--- config.mk ---
export PLATFORM = sky130hd
export DESIGN_NAME = cau_sqrt
export DESIGN_NICKNAME = d
export VERILOG_FILES = /design/src/rtl/cau_pkg.sv /design/src/rtl/cau_sqrt.sv
export SDC_FILE = /design/constraint.sdc
export NUM_CORES = 2
export LEC_CHECK = 0
export BUFFER_PORTS_ARGS = -buffer_cell sky130_fd_sc_hd__buf_2
export CAP_MARGIN = 0
export CORE_MARGIN = 5
export CORE_UTILIZATION = 60
export CTS_CLUSTER_DIAMETER = 30
export DETAILED_ROUTE_END_ITERATION = 16
export PLACE_DENSITY = 0.76
export SETUP_SLACK_MARGIN = 0.3
export SYNTH_ARGS = -nofsm -noshare
export SYNTH_HDL_FRONTEND = slang
export SYNTH_MEMORY_MAX_BITS = 65536
export SYNTH_SLANG_ARGS = --single-unit
--- constraint.sdc ---
create_clock -name i_clk -period 3.7 [get_ports i_clk]
set_input_delay 0 -clock i_clk [delete_from_list [all_inputs] [get_ports i_clk]]
set_output_delay 0 -clock i_clk [all_outputs]
set_load 0.01 [all_outputs]
--- src/rtl/cau_pkg.sv ---
`default_nettype none
package cau_pkg;

    localparam int DW        = 32;
    localparam int FRAC_BITS = 16;
    localparam int PW        = 2 * DW;
    localparam int SW        = PW + 1;
    localparam int NW        = PW + FRAC_BITS;
    localparam int QW        = DW;
    localparam int RSW       = DW + 3;
    localparam int OPW       = 4;

    localparam logic [OPW-1:0] OP_ADD  = 4'd0;
    localparam logic [OPW-1:0] OP_SUB  = 4'd1;
    localparam logic [OPW-1:0] OP_MUL  = 4'd2;
    localparam logic [OPW-1:0] OP_DIV  = 4'd3;
    localparam logic [OPW-1:0] OP_CONJ = 4'd4;
    localparam logic [OPW-1:0] OP_NEG  = 4'd5;
    localparam logic [OPW-1:0] OP_MAG  = 4'd6;
    localparam logic [OPW-1:0] OP_EQ   = 4'd7;
    localparam logic [OPW-1:0] OP_NE   = 4'd8;

    localparam logic [DW-1:0] MAXV = {1'b0, {(DW-1){1'b1}}};
    localparam logic [DW-1:0] MINV = {1'b1, {(DW-1){1'b0}}};

    typedef struct packed {
        logic [DW-1:0] re;
        logic [DW-1:0] im;
        logic          flag;
    } t_res;

    typedef struct packed {
        logic neg_re;
        logic neg_im;
        logic ovf_re;
        logic ovf_im;
        logic dz;
    } t_div_ctl;

    typedef struct packed {
        logic          flag;
        logic [DW-1:0] val;
    } t_sat;

    // sign and magnitude to saturated two's complement
    function automatic t_sat sat_sm(input logic neg, input logic [PW-1:0] mag);
        t_sat          r;
        logic [PW-1:0] lim_p;
        logic [PW-1:0] lim_n;
        lim_p = {{(PW-DW){1'b0}}, MAXV};
        lim_n = lim_p + 1'b1;
        r     = '0;
        if (neg) begin
            if (mag > lim_n) begin
                r.flag = 1'b1;
                r.val  = MINV;
            end else begin
                r.val = {DW{1'b0}} - mag[DW-1:0];
            end
        end else begin
            if (mag > lim_p) begin
                r.flag = 1'b1;
                r.val  = MAXV;
            end else begin
                r.val = mag[DW-1:0];
            end
        end
        return r;
    endfunction

    function automatic t_sat sat_wide(input logic [DW:0] s);
        t_sat r;
        r = '0;
        if (s[DW] != s[DW-1]) begin
            r.flag = 1'b1;
            r.val  = s[DW] ? MINV : MAXV;
        end else begin
            r.val = s[DW-1:0];
        end
        return r;
    endfunction

    function automatic logic [PW-1:0] abs_mag(input logic [SW-1:0] s);
        logic [SW-1:0] t;
        t = s[SW-1] ? ({SW{1'b0}} - s) : s;
        return t[PW-1:0];
    endfunction

    // ops that finish in the products stage of the top
    function automatic t_res simple_op(input logic [OPW-1:0] op,
                                       input logic [DW-1:0] ar, input logic [DW-1:0] ai,
                                       input logic [DW-1:0] br, input logic [DW-1:0] bi);
        t_res r;
        t_sat sr;
        t_sat si;
        r  = '0;
        sr = '0;
        si = '0;
        case (op)
            OP_ADD: begin
                sr     = sat_wide({ar[DW-1], ar} + {br[DW-1], br});
                si     = sat_wide({ai[DW-1], ai} + {bi[DW-1], bi});
                r.re   = sr.val;
                r.im   = si.val;
                r.flag = sr.flag | si.flag;
            end
            OP_SUB: begin
                sr     = sat_wide({ar[DW-1], ar} - {br[DW-1], br});
                si     = sat_wide({ai[DW-1], ai} - {bi[DW-1], bi});
                r.re   = sr.val;
                r.im   = si.val;
                r.flag = sr.flag | si.flag;
            end
            OP_CONJ: begin
                si     = sat_wide({(DW+1){1'b0}} - {ai[DW-1], ai});
                r.re   = ar;
                r.im   = si.val;
                r.flag = si.flag;
            end
            OP_NEG: begin
                sr     = sat_wide({(DW+1){1'b0}} - {ar[DW-1], ar});
                si     = sat_wide({(DW+1){1'b0}} - {ai[DW-1], ai});
                r.re   = sr.val;
                r.im   = si.val;
                r.flag = sr.flag | si.flag;
            end
            OP_EQ: begin
                r.flag = (ar == br) && (ai == bi);
            end
            OP_NE: begin
                r.flag = (ar != br) || (ai != bi);
            end
            default: begin
                r = '0;
            end
        endcase
        return r;
    endfunction

endpackage
`default_nettype wire

--- src/rtl/cau_sqrt.sv ---
`default_nettype none
module cau_sqrt (
    input  wire logic                   i_clk,
    input  wire logic                   i_en,
    input  wire logic [cau_pkg::PW-1:0] i_val,
    output logic      [cau_pkg::QW-1:0] o_root
);

    localparam int PW  = cau_pkg::PW;
    localparam int QW  = cau_pkg::QW;
    localparam int RSW = cau_pkg::RSW;

    logic [PW-1:0]  r_val  [0:QW];
    logic [RSW-1:0] r_rem  [0:QW];
    logic [QW-1:0]  r_root [0:QW];

    always_ff @(posedge i_clk) begin
        if (i_en) begin
            r_val[0]  <= i_val;
            r_rem[0]  <= {RSW{1'b0}};
            r_root[0] <= {QW{1'b0}};
        end
    end

    // one root bit per stage from the top pair of input bits
    for (genvar s = 0; s < QW; s++) begin : g_step
        logic [RSW-1:0] n_t;
        logic [RSW-1:0] n_trial;
        logic           n_ge;

        always_comb begin
            n_t     = {r_rem[s][RSW-3:0], r_val[s][PW-1 -: 2]};
            n_trial = RSW'({r_root[s], 2'b01});
            n_ge    = (n_t >= n_trial);
        end

        always_ff @(posedge i_clk) begin
            if (i_en) begin
                r_rem[s+1]  <= n_ge ? (n_t - n_trial) : n_t;
                r_root[s+1] <= {r_root[s][QW-2:0], n_ge};
                r_val[s+1]  <= r_val[s] << 2;
            end
        end
    end

    assign o_root = r_root[QW];

endmodule
`default_nettype wire

# Word level (Yosys, flattened, before mapping)
# Memories as Yosys holds them, arrays and structs flattened.
# Cells that the tools add are included.
# op_classes
add_sub_neg	32
order_cmp	32
n_mux	34
# op_table
cell	count
35-bit by 34-bit greater-or-equal comparator with 1-bit output	32
35-bit 2-to-1 mux	32
35-bit by 34-bit subtractor with 35-bit output	32
1-bit 2-to-1 mux	2
# totals
regBits	0
ramBits	4323
in_bits	66
out_inout_bits	32
elab_cells	101
memories	3
# mem_list
memory	words	width	rd	rd_clocked_by_memory_dff	write_ports	line	rtl
r_val	33	64	32	0	33	cau_sqrt.sv:13	logic [PW-1:0] r_val [0:QW];
r_rem	33	35	32	0	33	cau_sqrt.sv:14	logic [RSW-1:0] r_rem [0:QW];
r_root	33	32	33	0	33	cau_sqrt.sv:15	logic [QW-1:0] r_root [0:QW];

# Longest topological paths before layout
# An unclocked memory read counts as a cell.
# depth
depth_word	3
ltp_mapped	15
depth_no_buf	12

# Worst setup path before layout
# OpenSTA, ideal clock, no wires.
# synth_timing
path_kind	reg-to-reg
startpoint	memory r_rem[0][668] in the netlist's numbering
endpoint	memory r_rem[0][705] in the netlist's numbering, data pin
setup_ns	0.260
t_arrival_ns	3.120
required_time_ns	3.440
slack_ns	0.320
path_stages_with_launch	11
n_path_buf	1
period_less_slack_ns	3.380
path_cell_list	edfxtp_1 ha_1 a21o_1 a2111oi_0 a21oi_1 a211oi_1 o21ai_1 a31o_2 a31oi_1 buf_2 mux2_2
# synth_rtl
item	line
start, declared	cau_sqrt.sv:14

==> out/qor.yml <==
vias: 76200
place_inst: 12000
hold_violations: 0
tritoncts: "yes"
io_pins: 98
core_area_mm2: 0.197
fin_cells: 13100
routedWlPerCell_um: 20.9
worstReg2RegEnd: "r_rem[0][294]"
start_util: 0.603
ctsHtreeMaxLevel: 5
slew-limit-headroom: 0.393
die_h_um: 455
die_w_um: 455
reg2reg_depth: 9
power_density_mw_per_mm2: 689
synth_cell_types: 100
io_buffers: 97
power_leakage_uw: 0.0556
drtIter0Drc: 6677
clkTransAtPathRegs_ps: 50
yosys-top-cells-area: "edfxtp_1, ha_1, xnor2_1"
slew_viol_final: 0
ff2ff_setup_slack_ps: 310
grt_pass1_vias: 76200
worstSetupPathType: "flip-flop to flip-flop"
met1_length_um: 111000
gr-total-overflow: 0
rsz0062_at_grt: "true"
cp.required_ps: 4440
dpl.hpwl_um: 185000
layout_setup_ws_ps: 312
clockRootBuffer: "clkbuf_16"
cp-end-kind: "flip-flop"
cts_buffers: 469
die-area_mm2: 0.207
seqCellArea_mm2: 0.0768
vdd_ir_drop_max_mv: 0.588
ant_nets: 0
clock_skew_ps: 69.3
dp_slack_ps: -193
highest_layer: "met5"
yosysTopAreaCell: "edfxtp_1"
ys.warnings.count: 0
grt_pass1_wl_um: 423000
multi_input_area_mm2: 0.0399
r2r-start: "r_rem[0][269]"
worstHoldPathType: "input pin to flip-flop"
syn-cell-area_mm2: 0.119
synth.most_common_cell: "edfxtp_1"
cts_sinks: 2558
globalplace.congestion: 0.915
num_rows: 163
synth-edff-count: 2558
antenna_found_initial: 4
synthCells: 9223
cp.arrival_ps: 4130
syn-num-nets: 9850
yosysSeqAreaShare: 0.646
drive_gt1_frac: 0.150
finalCritPeriodShare: 0.916
critPathCapture: "r_rem[0][294]"
start_kind: "flip-flop"
finalSetupTns_ps: 0
wl_met3_um: 13300
cp-startpoint: "r_rem[0][269]"
synth_area_per_cell_um2: 12.9
crit_fanout: 4
synth_top_area_share: 0.646
fin_nets: 10700
grt_max_degree: 133
dr.pass1.iters: 7
status: "completed"
setup_viol: 0
tightest_slew_ps: 910
viasPerCell: 5.83
async_reset_ff_frac: 0
yosys_most_used_dff: "edfxtp_1"
maxCapViolCount: 0
cts.path.max_buffers: 4
fill_cells: 12800
hold_ws_ps: 140
routed_wl_um: 274000
period_minus_slack_ps: 3390
dr_wl_met2_um: 139000
ys_ff_latch: 2558
syn_to_final_growth_pct: 20.5
clk_latency_ps: 980
grt_usage: 0.259
drc_errors: 0
synth_commonest_cells: "edfxtp_1, inv_1, nand2_1, ha_1, a21oi_1"
fmax_ghz: 0.295
power_uw: 98700
-- through the flow --
stage               utilization  area (um2)
floorplan                     -      119000
finish                    0.726      143000
detailed placement        0.631      124000
global route              0.726      143000
global placement          0.631      124000
CTS                       0.719      142000
-- repair_timing --
action                                   CTS  global route
hold endpoints to repair                1018             0
hold buffers                             129             0
buffers inserted                           8            54
cloned                                     2             5
pin swaps                                  7            50
endpoints found under the setup margin   138           411
gates resized for setup                   63           201
-- cell usage in the layout, fill, tap and decap left out, drive strengths merged, types with 76 or more instances in the layout --
master	Yosys	routed
edfxtp	2558	2558
inv	708	791
nand2	663	663
ha	561	561
a21oi	544	544
o21ai	538	538
nor2	533	533
clkbuf	162	510
buf	29	413
xor2	394	394
xnor2	394	394
nor3	231	231
a21o	228	228
nand3	181	181
clkinv	0	168
dlygate4sd3	0	129
nand2b	128	128
nor4	123	123
nand4	103	103
or3	100	100
nor2b	94	95
o21a	76	76
and3	76	76
-- final cells by class --
cell class / instances / area share
clock inverters: 355 / 0.0268
flip-flops and latches: 2558 / 0.536
inverters: 708 / 0.0186
clock buffers: 506 / 0.0833
repair buffers: 548 / 0.0332
multi-input cells: 5768 / 0.279
well taps: 2640 / 0.0231
diodes: 2 / 0.0000349
-- sequential cells by signal (all words and copies together), names as in the netlist --
name,flops
r_val,1056
r_root,528
r_rem,974
-- worst min-delay path by stage --
stage / startpoint / depth (start not counted) / endpoint
floorplan: i_val[0] / 0 / r_val[0][0]
global placement: i_val[11] / 1 / r_val[0][11]
detailed placement: i_val[32] / 1 / r_val[0][32]
CTS: i_en / 2 / r_val[0][293]
global route: i_en / 2 / r_val[0][293]
finish: i_en / 2 / r_val[0][95]
-- worst max-delay path, stage by stage, from the launching register on --
cell and delay (ps):
edfxtp_1 430, or4_4 550, or3_4 360, or4_4 490, or4_4 450, a21oi_1 220, nand4b_1 160, nand3_2 130
nor4_1 60, xor2_1 320
-- power breakdown --
group | total, uW | switching (uW) | internal (uW) | leakage (uW)
logic | 17500 | 10000 | 7440 | 0.0234
registers | 39100 | 2610 | 36500 | 0.0246
clock network | 42100 | 15000 | 27100 | 0.00761
-- layer usage --
layer  global-route usage  vias to the layer above
li1                     -                    36100
met1                0.332                    37100
met2                0.453                     2435
met3               0.0358                      641
met4               0.0983                        2
met5                    0                        -
-- cell families (layout without fill, tap and decap cells) --
kind of cell	Yosys count	count (layout)	synth area share
xor gates and xnor gates	788	788	0.0580
buffers and inverters	899	2117	0.0289
and+or+nand+nor	2481	2483	0.104
muxes	86	86	0.00802
DFF	2558	2558	0.646
adders and majority gates	561	561	0.0590
AOI/OAI and AO/OA	1849	1849	0.0961
other	1	3	0.0000315
(Power assumes the default switching activity.)
